<file path="config.mk">
export PLATFORM = sky130hd
export DESIGN_NAME = jpeg_frame_size_scanner
export DESIGN_NICKNAME = d
export VERILOG_FILES = /design/src/rtl/jfss_pkg.sv /design/src/rtl/jfss_in_reg.sv /design/src/rtl/jfss_step.sv /design/src/rtl/jfss_out_reg.sv /design/src/rtl/jpeg_frame_size_scanner.sv
export SDC_FILE = /design/constraint.sdc
export NUM_CORES = 1
export LEC_CHECK = 0
export ABC_AREA = 1
export BUFFER_PORTS_ARGS = -buffer_cell sky130_fd_sc_hd__buf_4
export CORE_MARGIN = 3
export CORE_UTILIZATION = 48
export DETAILED_ROUTE_END_ITERATION = 8
export PLACE_DENSITY_LB_ADDON = 0.3
export SLEW_MARGIN = 15
export SYNTH_ARGS = -nofsm -noshare
export SYNTH_HDL_FRONTEND = slang
export SYNTH_SLANG_ARGS = --single-unit
</file>
<file path="constraint.sdc">
create_clock -name clock -period 10.8 [get_ports clock]
set_input_delay 1.08 -clock clock [delete_from_list [all_inputs] [get_ports clock]]
set_output_delay 1.08 -clock clock [all_outputs]
set_load 0.02 [all_outputs]
</file>
<file path="src/rtl/jfss_pkg.sv">
// jfss_pkg: shared types, marker codes and helpers for the jpeg frame size scanner
// no dependencies; imported by every module of the block except jfss_checker
`default_nettype none

package jfss_pkg;

   // marker bytes
   localparam logic [7:0] MARK_PREFIX = 8'hFF;
   localparam logic [7:0] MARK_SOI    = 8'hD8;
   localparam logic [7:0] MARK_EOI    = 8'hD9;
   localparam logic [7:0] SOF_FIRST   = 8'hC0;
   localparam logic [7:0] SOF_LAST    = 8'hCF;
   localparam logic [7:0] MARK_DHT    = 8'hC4;
   localparam logic [7:0] MARK_JPG    = 8'hC8;
   localparam logic [7:0] MARK_DAC    = 8'hCC;

   // length limits
   localparam int unsigned MIN_IMAGE_LENGTH = 10;
   localparam int unsigned SCAN_LOOKAHEAD   = 8;
   localparam int unsigned SCAN_START       = 2;
   localparam int unsigned MIN_SEGMENT      = 2;
   localparam int unsigned MIN_SOF_SEGMENT  = 7;

   localparam int unsigned IMAGE_LENGTH_W = 24;
   localparam int unsigned DIM_W          = 16;

   // parse phase
   typedef enum logic [3:0] {
      PH_IDLE,
      PH_SOI,
      PH_SEEK,
      PH_MARKER,
      PH_LENHI,
      PH_LENLO,
      PH_PREC,
      PH_HHI,
      PH_HLO,
      PH_WHI,
      PH_WLO
   } phase_type;

   // one input word
   typedef struct packed {
      logic [IMAGE_LENGTH_W-1:0] image_length;
      logic                      image_start;
      logic [7:0]                data_byte;
   } item_type;

   // one result word
   typedef struct packed {
      logic             found;
      logic [DIM_W-1:0] frame_width;
      logic [DIM_W-1:0] frame_height;
   } result_type;

   // start-of-frame markers: C0..CF except DHT, JPG and DAC
   function automatic logic is_sof_marker(input logic [7:0] code);
      is_sof_marker = (code >= SOF_FIRST) && (code <= SOF_LAST) &&
                      (code != MARK_DHT) && (code != MARK_JPG) && (code != MARK_DAC);
   endfunction

endpackage

`default_nettype wire

</file>
<file path="src/rtl/jfss_in_reg.sv">
// jfss_in_reg: input register of the scanner, holds one accepted word
// depends on jfss_pkg for the word type
`default_nettype none

module jfss_in_reg (
   input  wire logic              clock,
   input  wire logic              reset,
   input  wire logic              in_valid,
   output logic                   in_ready,
   input  wire jfss_pkg::item_type in_item,
   output logic                   item_valid,
   output jfss_pkg::item_type     item,
   input  wire logic              item_take
);
   import jfss_pkg::*;

   logic     valid_ff;
   item_type item_ff;

   // free when empty or when the held word is consumed this cycle
   assign in_ready   = !valid_ff || item_take;
   assign item_valid = valid_ff;
   assign item       = item_ff;

   // valid flag
   always_ff @(posedge clock) begin
      if (reset) begin
         valid_ff <= 1'b0;
      end else if (in_ready) begin
         valid_ff <= in_valid;
      end
   end

   // payload
   always_ff @(posedge clock) begin
      if (in_valid && in_ready) begin
         item_ff <= in_item;
      end
   end

endmodule

`default_nettype wire

</file>
<file path="src/rtl/jfss_step.sv">
// jfss_step: parse state and the per-byte marker scan logic of the scanner
// depends on jfss_pkg for phase codes, marker constants and word types
`default_nettype none

module jfss_step #(
   parameter int unsigned LENGTH_BITS = 24
) (
   input  wire logic               clock,
   input  wire logic               reset,
   input  wire logic               item_valid,
   input  wire jfss_pkg::item_type item,
   output logic                    item_take,
   input  wire logic               out_space,
   output logic                    emit,
   output jfss_pkg::result_type    result
);
   import jfss_pkg::*;

   // offsets get two spare bits so offset + segment + lookahead never wraps
   localparam int unsigned CNT_W   = LENGTH_BITS + 2;
   localparam int unsigned LEN_USE =
      (LENGTH_BITS < IMAGE_LENGTH_W) ? LENGTH_BITS : IMAGE_LENGTH_W;

   phase_type           phase_ff, phase_in;
   logic [CNT_W-1:0]    pos_ff, pos_in;
   logic [CNT_W-1:0]    offset_ff, offset_in;
   logic [7:0]          marker_ff, marker_in;
   logic [7:0]          seg_hi_ff, seg_hi_in;
   logic [DIM_W-1:0]    height_ff, height_in;
   logic [7:0]          width_hi_ff, width_hi_in;

   logic [7:0]          b;
   logic                start;
   logic [CNT_W-1:0]    len;
   logic [DIM_W-1:0]    seg_full;
   logic [CNT_W-1:0]    off_adv;
   logic                adv_end;
   logic                seg_bad;
   logic                sof_go;
   logic                at_offset;
   logic                start_bad;
   logic [DIM_W-1:0]    width_full;

   assign b          = item.data_byte;
   assign start      = item.image_start;
   assign len        = {{(CNT_W-LEN_USE){1'b0}}, item.image_length[LEN_USE-1:0]};
   assign seg_full   = {seg_hi_ff, b};
   assign width_full = {width_hi_ff, b};
   assign at_offset  = (pos_ff == offset_ff);
   assign start_bad  = (len < CNT_W'(MIN_IMAGE_LENGTH)) || (b != MARK_PREFIX);

   // candidate next offset for the current phase
   always_comb begin
      case (phase_ff)
         PH_SOI:    off_adv = CNT_W'(SCAN_START);
         PH_SEEK:   off_adv = offset_ff + CNT_W'(1);
         PH_MARKER: off_adv = offset_ff + CNT_W'(2);
         PH_LENLO:  off_adv = offset_ff + CNT_W'(2) + {{(CNT_W-DIM_W){1'b0}}, seg_full};
         default:   off_adv = offset_ff;
      endcase
   end

   // scan end and segment checks
   assign adv_end = (off_adv + CNT_W'(SCAN_LOOKAHEAD)) >= len;
   assign seg_bad = (seg_full < DIM_W'(MIN_SEGMENT)) || (off_adv > len);
   assign sof_go  = is_sof_marker(marker_ff) && (seg_full >= DIM_W'(MIN_SOF_SEGMENT));

   // next phase
   always_comb begin
      phase_in = phase_ff;
      if (start) begin
         phase_in = start_bad ? PH_IDLE : PH_SOI;
      end else begin
         unique case (phase_ff)
            PH_IDLE: phase_in = PH_IDLE;
            PH_SOI: begin
               if (b != MARK_SOI || adv_end) phase_in = PH_IDLE;
               else                          phase_in = PH_SEEK;
            end
            PH_SEEK: begin
               if (at_offset) begin
                  if (b == MARK_PREFIX) phase_in = PH_MARKER;
                  else if (adv_end)     phase_in = PH_IDLE;
                  else                  phase_in = PH_SEEK;
               end
            end
            PH_MARKER: begin
               if (b == MARK_SOI || b == MARK_EOI) phase_in = adv_end ? PH_IDLE : PH_SEEK;
               else                                phase_in = PH_LENHI;
            end
            PH_LENHI: phase_in = PH_LENLO;
            PH_LENLO: begin
               if (seg_bad)      phase_in = PH_IDLE;
               else if (sof_go)  phase_in = PH_PREC;
               else if (adv_end) phase_in = PH_IDLE;
               else              phase_in = PH_SEEK;
            end
            PH_PREC: phase_in = PH_HHI;
            PH_HHI:  phase_in = PH_HLO;
            PH_HLO:  phase_in = PH_WHI;
            PH_WHI:  phase_in = PH_WLO;
            PH_WLO:  phase_in = PH_IDLE;
            default: phase_in = PH_IDLE;
         endcase
      end
   end

   // result: every drop into idle from an open image, or a failed start, decides
   always_comb begin
      emit                = (phase_in == PH_IDLE) && (start || (phase_ff != PH_IDLE));
      result.found        = 1'b0;
      result.frame_width  = '0;
      result.frame_height = '0;
      if (!start && phase_ff == PH_WLO) begin
         result.found        = (width_full != '0) && (height_ff != '0);
         result.frame_width  = width_full;
         result.frame_height = height_ff;
      end
   end

   // position, offset and captured fields
   always_comb begin
      pos_in      = pos_ff;
      offset_in   = offset_ff;
      marker_in   = marker_ff;
      seg_hi_in   = seg_hi_ff;
      height_in   = height_ff;
      width_hi_in = width_hi_ff;
      if (start) begin
         pos_in      = CNT_W'(1);
         offset_in   = CNT_W'(SCAN_START);
         marker_in   = '0;
         seg_hi_in   = '0;
         height_in   = '0;
         width_hi_in = '0;
      end else if (phase_ff != PH_IDLE) begin
         pos_in = pos_ff + CNT_W'(1);
         case (phase_ff)
            PH_SOI: offset_in = off_adv;
            PH_SEEK: begin
               if (at_offset && b != MARK_PREFIX) offset_in = off_adv;
            end
            PH_MARKER: begin
               marker_in = b;
               if (b == MARK_SOI || b == MARK_EOI) offset_in = off_adv;
            end
            PH_LENHI: seg_hi_in = b;
            PH_LENLO: begin
               if (!seg_bad && !sof_go) offset_in = off_adv;
            end
            PH_HHI:  height_in   = {b, 8'h00};
            PH_HLO:  height_in   = {height_ff[15:8], b};
            PH_WHI:  width_hi_in = b;
            default: ;
         endcase
      end
   end

   // a word is consumed unless it decides and the result register is full
   assign item_take = item_valid && (!emit || out_space);

   // phase register
   always_ff @(posedge clock) begin
      if (reset) begin
         phase_ff <= PH_IDLE;
      end else if (item_take) begin
         phase_ff <= phase_in;
      end
   end

   // scan registers, only meaningful after an image start
   always_ff @(posedge clock) begin
      if (item_take) begin
         pos_ff      <= pos_in;
         offset_ff   <= offset_in;
         marker_ff   <= marker_in;
         seg_hi_ff   <= seg_hi_in;
         height_ff   <= height_in;
         width_hi_ff <= width_hi_in;
      end
   end

endmodule

`default_nettype wire

</file>
<file path="src/rtl/jfss_out_reg.sv">
// jfss_out_reg: result register of the scanner, holds one word for the receiver
// depends on jfss_pkg for the result type
`default_nettype none

module jfss_out_reg (
   input  wire logic                 clock,
   input  wire logic                 reset,
   input  wire logic                 load,
   input  wire jfss_pkg::result_type load_result,
   output logic                      space,
   output logic                      out_valid,
   input  wire logic                 out_ready,
   output jfss_pkg::result_type      out_result
);
   import jfss_pkg::*;

   logic       valid_ff, valid_in;
   result_type result_ff;

   // room when empty or draining this cycle
   assign space      = !valid_ff || out_ready;
   assign valid_in   = (load && space) || (valid_ff && !out_ready);
   assign out_valid  = valid_ff;
   assign out_result = result_ff;

   // valid flag
   always_ff @(posedge clock) begin
      if (reset) begin
         valid_ff <= 1'b0;
      end else begin
         valid_ff <= valid_in;
      end
   end

   // payload
   always_ff @(posedge clock) begin
      if (load && space) begin
         result_ff <= load_result;
      end
   end

endmodule

`default_nettype wire

</file>
<file path="src/rtl/jpeg_frame_size_scanner.sv">
// jpeg_frame_size_scanner: top level, input register, scan logic, result register
// depends on jfss_pkg, jfss_in_reg, jfss_step and jfss_out_reg
//
// Usage
//   req channel: one image byte per word. req_tuser marks byte 0 of a new image;
//   req_tdata carries the byte and the total image length, the length being
//   repeated on every byte. The block finds the start-of-frame header and gives
//   at most one rsp word per image: found in rsp_tuser, width and height in
//   rsp_tdata (both zero on a failure before a frame header was read).
//   Bytes after the deciding one are ignored until the next image start; a new
//   start in mid image drops the open image without a result.
//   Throughput: one byte per cycle, set by the single scan step between the
//   input register and the result register.
//   Output: the result of a deciding byte is registered in the result register.
//   Stall: while the result register is full and not taken, bytes that do not
//   decide still flow; a deciding byte waits in the input register, which then
//   holds req_tready low.
//   Reset: synchronous; clears both registers and returns the scan to idle, so
//   bytes before the first image start give nothing.
`default_nettype none

module jpeg_frame_size_scanner #(
   parameter int unsigned LENGTH_BITS = 24
) (
   input  wire logic        clock,
   input  wire logic        reset,
   input  wire logic        req_tvalid,
   output logic             req_tready,
   input  wire logic [31:0] req_tdata,   // [7:0] data_byte, [31:8] image_length
   input  wire logic        req_tuser,   // [0] image_start
   output logic             rsp_tvalid,
   input  wire logic        rsp_tready,
   output logic [31:0]      rsp_tdata,   // [15:0] frame_width, [31:16] frame_height
   output logic             rsp_tuser    // [0] found
);
   import jfss_pkg::*;

   item_type   req_item;
   item_type   item;
   logic       item_valid;
   logic       item_take;
   logic       out_space;
   logic       emit;
   result_type result;
   result_type rsp_result;

   // unpack the request word
   assign req_item.data_byte    = req_tdata[7:0];
   assign req_item.image_length = req_tdata[31:8];
   assign req_item.image_start  = req_tuser;

   jfss_in_reg u_in_reg (
      .clock      (clock),
      .reset      (reset),
      .in_valid   (req_tvalid),
      .in_ready   (req_tready),
      .in_item    (req_item),
      .item_valid (item_valid),
      .item       (item),
      .item_take  (item_take)
   );

   jfss_step #(
      .LENGTH_BITS (LENGTH_BITS)
   ) u_step (
      .clock      (clock),
      .reset      (reset),
      .item_valid (item_valid),
      .item       (item),
      .item_take  (item_take),
      .out_space  (out_space),
      .emit       (emit),
      .result     (result)
   );

   jfss_out_reg u_out_reg (
      .clock       (clock),
      .reset       (reset),
      .load        (item_take && emit),
      .load_result (result),
      .space       (out_space),
      .out_valid   (rsp_tvalid),
      .out_ready   (rsp_tready),
      .out_result  (rsp_result)
   );

   // pack the response word
   assign rsp_tdata = {rsp_result.frame_height, rsp_result.frame_width};
   assign rsp_tuser = rsp_result.found;

endmodule

`default_nettype wire

</file>
== Word-level counts from Yosys, hierarchy flattened ==
Cells that the tools add are included.

* Register bits after elaboration: 164
* Input port bits: 37

* Add/sub/neg operators: 5
* Magnitude comparators: 7
* Equal/unequal tests: 23
* Multiplexer cells: 25
* Reductions and logical operators: 49

{| class="wikitable"
|+ Operators with widths
! operator !! count
|-
| 26-bit one-hot mux with 4 select lines || 2
|-
| 26-bit 2-to-1 mux || 5
|-
| 26-bit by 1-bit adder with 26-bit output, second input constant || 2
|-
| 8-bit 2-to-1 mux || 6
|-
| 8-bit != test, second input constant || 5
|-
| 4-bit one-hot mux with 9 select lines || 1
|-
| 16-bit one-hot mux with 2 select lines || 1
|-
| 16-bit nonzero test || 2
|-
| 26-bit by 16-bit adder with 26-bit output || 1
|-
| 26-bit by 2-bit adder with 26-bit output, second input constant || 1
|-
| 26-bit by 4-bit adder with 26-bit output, second input constant || 1
|-
| 26-bit == test || 1
|-
| 26-bit by 24-bit greater-or-equal comparator with 1-bit output || 1
|-
| 26-bit by 24-bit greater-than comparator with 1-bit output || 1
|-
| 8-bit == test, second input constant || 3
|-
| 24-bit by 4-bit less-than comparator with 1-bit output, second input constant || 1
|-
| 4-bit 2-to-1 mux || 6
|-
| 4-bit by 3-bit == test with 1-bit output, second input constant || 4
|-
| 16-bit by 3-bit greater-or-equal comparator with 1-bit output, second input constant || 1
|-
| 16-bit by 2-bit less-than comparator with 1-bit output, second input constant || 1
|-
| 16-bit 2-to-1 mux || 1
|-
| 1-bit logical AND || 15
|-
| 4-bit == test, second input constant || 3
|-
| 3-bit AND reduction || 4
|-
| 18 further kinds || 40
|}

== Longest topological paths before layout ==
* Depth after elaboration: 18
* Gate-level depth with buffers: 45
* Depth with buffers taken out: 45

== Hierarchy ==
Synthesis repeated with hierarchy kept, for this count alone.

* Cells, all modules: 1559
* Area, all modules: 11995.3 um2

{| class="wikitable"
|+ By module, submodules not included
! module !! instances !! cells each !! area an instance (um2) !! seq. area each (um2)
|-
| jfss_step || 1 || 1479 || 9910.8 || 2842.7
|-
| jfss_in_reg || 1 || 39 || 1038.5 || 1011.0
|-
| jfss_out_reg || 1 || 39 || 1038.5 || 1011.0
|-
| jpeg_frame_size_scanner || 1 || 2 || 7.5 || 0.0
|}

== Least setup slack after synthesis ==
OpenSTA, ideal clock, no wires.

* Path type: register to register
* Start point: reg u_step.offset_ff[1]
* End point: reg u_step.offset_ff[0], enable pin
* Setup time: 0.409 ns
* Data arrival time: 6.319 ns
* Data required time: 10.391 ns
* Slack: 4.073 ns
* Cell stages (with the launch flop): 42
* Buffers on the path: 0
* Clock period less this slack: 6.727 ns
* Cell sequence: edfxtp_1 -> ha_1 -> nand2_2 -> nor2_4 -> or2_2 -> inv_1 -> nor2_1 -> ha_1 -> nand2_1 -> inv_1 -> nand2_1 -> nand2_1 -> inv_1 -> nand2_1 -> a21oi_1 -> o21ai_0 -> nand2_1 -> nand2_1 -> [... 6 more ...] -> ha_1 -> a21oi_1 -> nor2_1 -> a2111oi_0 -> o211ai_1 -> nand2_1 -> a21oi_1 -> nor2_1 -> nand2_1 -> nor2_2 -> nand2_1 -> nand2_2 -> nand2_2 -> nand3_4 -> nand2_4 -> nor2_4 -> inv_2 -> nor2_1

* Longest elaborated chain between the ends: 16
* Elaborated cells between the ends (all ways): 30

{| class="wikitable"
|+ Ends and longest elaborated chain
! what !! RTL line !! text
|-
| from (decl) || jfss_step.sv:26 || <nowiki>logic [CNT_W-1:0] offset_ff, offset_in;</nowiki>
|-
| from (signal assigned) || jfss_step.sv:175 || <nowiki>offset_ff <= offset_in;</nowiki>
|-
| 26-bit by 2-bit adder with 26-bit output || jfss_step.sv:57, jfss_step.sv:58 ||
|-
| 26-bit by 16-bit adder with 26-bit output || jfss_step.sv:58 || <nowiki>PH_LENLO: off_adv = offset_ff + CNT_W'(2) + {{(CNT_W-DIM_W){1'b0}}, seg_full};</nowiki>
|-
| 26-bit one-hot mux with 4 select lines || jfss_step.sv:54 || <nowiki>case (phase_ff)</nowiki>
|-
| 26-bit by 4-bit adder with 26-bit output || jfss_step.sv:64 || <nowiki>assign adv_end = (off_adv + CNT_W'(SCAN_LOOKAHEAD)) >= len;</nowiki>
|-
| 26-bit by 24-bit greater-or-equal comparator with 1-bit output || jfss_step.sv:64 ||
|-
| 2-bit 2-to-1 mux || jfss_step.sv:83, jfss_step.sv:88, jfss_step.sv:95 ||
|-
| 4-bit 2-to-1 mux (on tied branches) || jfss_step.sv:94, jfss_step.sv:82 ||
|-
| 4-bit 2-to-1 mux (on tied branches) || jfss_step.sv:93, jfss_step.sv:81 ||
|-
| 4-bit one-hot mux with 9 select lines || jfss_step.sv:74 || <nowiki>unique case (phase_ff)</nowiki>
|-
| 4-bit 2-to-1 mux || jfss_step.sv:71 || <nowiki>if (start) begin</nowiki>
|-
| 4-bit zero test || jfss_step.sv:110 || <nowiki>emit = (phase_in == PH_IDLE) && (start || (phase_ff != PH_IDLE));</nowiki>
|-
| 1-bit logical AND || jfss_step.sv:110 ||
|-
| 1-bit zero test || jfss_step.sv:160 || <nowiki>assign item_take = item_valid && (!emit || out_space);</nowiki>
|-
| 1-bit logical OR || jfss_step.sv:160 ||
|-
| 1-bit logical AND || jfss_step.sv:160 ||
|-
| 6-bit AND reduction (no source line) (*) || - ||
|}

Mark *: on every way between the ends. The rest lies on a longest branch, timed or not.
A chain may end at the register's enable or synchronous reset.

== Worst setup path in the final report ==
* Start point: reg u_step.offset_ff[1]
* End point: out req_tready

* Longest elaborated chain between the ends: 16
* Elaborated cells between the ends (all ways): 25

{| class="wikitable"
|+ Ends and longest elaborated chain
! what !! RTL line !! text
|-
| 26-bit by 2-bit adder with 26-bit output || jfss_step.sv:57, jfss_step.sv:58 ||
|-
| 26-bit by 16-bit adder with 26-bit output || jfss_step.sv:58 ||
|-
| 26-bit one-hot mux with 4 select lines || jfss_step.sv:54 ||
|-
| 26-bit by 4-bit adder with 26-bit output || jfss_step.sv:64 ||
|-
| 26-bit by 24-bit greater-or-equal comparator with 1-bit output || jfss_step.sv:64 ||
|-
| 2-bit 2-to-1 mux || jfss_step.sv:83, jfss_step.sv:88, jfss_step.sv:95 ||
|-
| 4-bit 2-to-1 mux (on tied branches) || jfss_step.sv:94, jfss_step.sv:82 ||
|-
| 4-bit 2-to-1 mux (on tied branches) || jfss_step.sv:93, jfss_step.sv:81 ||
|-
| 4-bit one-hot mux with 9 select lines (*) || jfss_step.sv:74 ||
|-
| 4-bit 2-to-1 mux (*) || jfss_step.sv:71 ||
|-
| 4-bit zero test (*) || jfss_step.sv:110 ||
|-
| 1-bit logical AND (*) || jfss_step.sv:110 ||
|-
| 1-bit zero test (*) || jfss_step.sv:160 ||
|-
| 1-bit logical OR (*) || jfss_step.sv:160 ||
|-
| 1-bit logical AND (*) || jfss_step.sv:160 ||
|-
| 1-bit logical OR (*) || jfss_in_reg.sv:21 || <nowiki>assign in_ready = !valid_ff || item_take;</nowiki>
|-
| to (decl) || jpeg_frame_size_scanner.sv:28 || <nowiki>output logic req_tready,</nowiki>
|}

Marks and branches as above.

==> results_dict.tcl <==
set metrics [dict create \
    status "finished, final reports clean" \
    wire_per_inst_um 17.3 \
    post-place-cells 1986 \
    fill_cells 2290 \
    fin_ws_ns 3.05 \
    num_rows 57 \
    yosysWarningCount 0 \
    path_max_fanout 9 \
    pin_count 72 \
    hold_violations 0 \
    cap_violations 0 \
    drv_slew 0 \
    cts_made_buffers 17 \
    fin_crit_ns 7.75 \
    hp-class "flop to flop" \
    postCtsResizedCells 0 \
    cp.required_ns 9.72 \
    synth_enable_flop_cells 158 \
    yosysTopAreaCell "edfxtp_1" \
    grt_max_degree 48 \
    cpPeakStageDelay_ns 0.56 \
    syn-cell-area_um2 12200 \
    crit_buf_inv 6 \
    clock_skew_ns 0.0133 \
    fin_setup_tns_ns 0 \
    syn-instance-count 1618 \
    ys_async_sr_fraction_pct 0 \
    synth.cells.most_frequent "nand2_1, inv_1, nor2_1" \
    final_cells 2019 \
    die_w_um 165 \
    avgSynthCellArea_um2 7.53 \
    wl_um 35000 \
    synth_ff_type "edfxtp_1" \
    die-area_um2 27300 \
    overflow 0 \
    min_period_over_period_pct 71.8 \
    htree_levels 4 \
    postCtsSetupBuffers 0 \
    finalSetupViolCount 0 \
    start_util_pct 49.5 \
    vias 11200 \
    yosysMostFrequentCell "nand2_1" \
    antenna_found_initial 0 \
    gr-usage-all-layers_pct 26.5 \
    syn-num-nets 1725 \
    cts_root_buf "clkbuf_16" \
    power.total_w 0.00166 \
    fmax_ghz 0.129 \
    rsz0062_at_grt "false" \
    ys_seq_area_share_pct 39.9 \
    cts_buffer_depth 2 \
    p_leak_nw 6.17 \
    place_congestion 0.970 \
    cts.sinks 164 \
    drt-pass1-iter-count 6 \
    synthTopCellsByArea "edfxtp_1, nand2_1, inv_1, ha_1, nor2_1" \
    drc 0 \
    post_route_cells_drive_above_1_share_pct 11.4 \
    cts_hold_buf 0 \
    clk_pin_slew_worst_paths_ns 0.07 \
    fin_nets 1788 \
    clock_latency_ns 0.43 \
    cts_tree "built" \
    die_y_um 165 \
    ys_ff_latch 164 \
    cp-start-kind "flop" \
    postRouteAntennaNets 0 \
    initialDrtViolationCount 1326 \
    vias_per_cell 5.57 \
    port_buffers 71 \
    ys_types 60 \
    crit_family "simple AND/OR/NAND/NOR gates" \
    cp_data_arrival_time_ns 6.67 \
    peakVddDrop_v 0.0000809 \
    grt_pass1_wl_um 55900 \
    endpoint_kind "output port" \
    dpl.hpwl_um 27300 \
    crit_path_top_delay_cell "edfxtp_1" \
    worst-setup-path-type "flop to output port" \
    reg2reg_slack_ns 3.12 \
    core_um2 24600 \
    synth_top_area_share_pct 39.0 \
    slew_headroom_pct 31.1 \
    grt_pass1_vias 10500 \
    synthToLayoutAreaGrowth_pct 11.6 \
    fin_util_pct 55.2 \
    dp_slack_ns 3.26 \
    p_per_area_nw_per_um2 122 \
    max_slew.worst_pin.slew_ns 1.03 \
    crit_path_frequent_cell "nand2_1" \
]
-- cells in the final DEF, fill, tap and decap left out, types with 14 or more instances in the layout --
master     Yosys  final
nand2_1      380    380
inv_1        254    253
nor2_1       222    221
nor3_1        32     32
edfxtp_1     158    158
a21oi_1       69     69
nor4_1        14     14
xor2_1        30     30
o21ai_0       47     47
ha_1          69     69
nand2_2       23     23
nand3_1      118    118
nor2_2        17     18
buf_4          4     76
clkbuf_16      0     19
nand4_1       36     36
-- per-stage QoR --
step,instance area [µm²],hold WS (ns)
2_1_floorplan,12200,0.460
3_3_place_gp,13000,0.492
3_5_place_dp,13000,0.492
4_1_cts,13600,0.504
5_1_grt,13600,0.542
6_report,13600,0.502
-- state kept, by name (all words and copies together), names as in the netlist, 4 cells and up --
| register | cells |
|---|---|
| u_step.pos_ff | 26 |
| u_step.offset_ff | 26 |
| u_in_reg.item | 33 |
| u_step.seg_hi_ff | 8 |
| u_step.phase_ff | 4 |
| u_step.marker_ff | 8 |
| u_step.height_ff | 16 |
| u_out_reg.out_result | 33 |
| u_step.width_hi_ff | 8 |
-- power by group --
part,internal (W),total [W],switching (W)
sequential,0.000727,0.000749,0.0000225
combinational,0.0000933,0.000283,0.000189
clock,0.000334,0.000625,0.000291
total,0.00115,0.00166,0.000503
-- worst min-delay path, delay by kind of cell (launching register included) --
family	cells	cell delay, ns
DFF	1	0.34
and+or+nand+nor	1	0.07
AOI/OAI and AO/OA	1	0.05
-- metal layers --
metal	GRT usage [%]	vias up	routed length [µm]
met5	0	-	0
met3	3.44	84	2830
met1	36.1	5155	15100
li1	-	5427	-
met2	42.8	575	15900
met4	10.8	0	1210
-- worst paths after layout --
path	end	cells past startpoint	from
worst min register to register	u_step.phase_ff[3]	2	u_step.phase_ff[3]
worst max register to register	u_step.height_ff[8]	39	u_step.offset_ff[1]
worst min-delay path	u_step.phase_ff[3]	2	u_step.phase_ff[3]
worst max-delay path	req_tready	38	u_step.offset_ff[1]
-- cells by family (layout without fill, tap and decap cells) --
family | count (synthesis) | after routing | share of synthesized area (%)
adders and majority gates | 70 | 70 | 7.25
other | 0 | 1 | 0
DFF | 164 | 164 | 39.9
and+or+nand+nor | 886 | 886 | 32.7
buffers and inverters | 297 | 373 | 9.57
AOI/OAI and AO/OA | 160 | 160 | 7.52
xor gates and xnor gates | 41 | 41 | 3.01
-- area by class of cell --
type / instances / area [µm²] / share of cell area (%)
clock inverters: 13 / 124 / 0.912
inverters: 265 / 996 / 7.33
repair buffers: 76 / 571 / 4.20
diodes: 1 / 2.50 / 0.0184
clock buffers: 19 / 475 / 3.50
flip-flops and latches: 164 / 4860 / 35.8
multi-input cells: 1157 / 6150 / 45.3
well taps: 324 / 405 / 2.98
No activity file was read; power rests on OpenSTA's default activity.
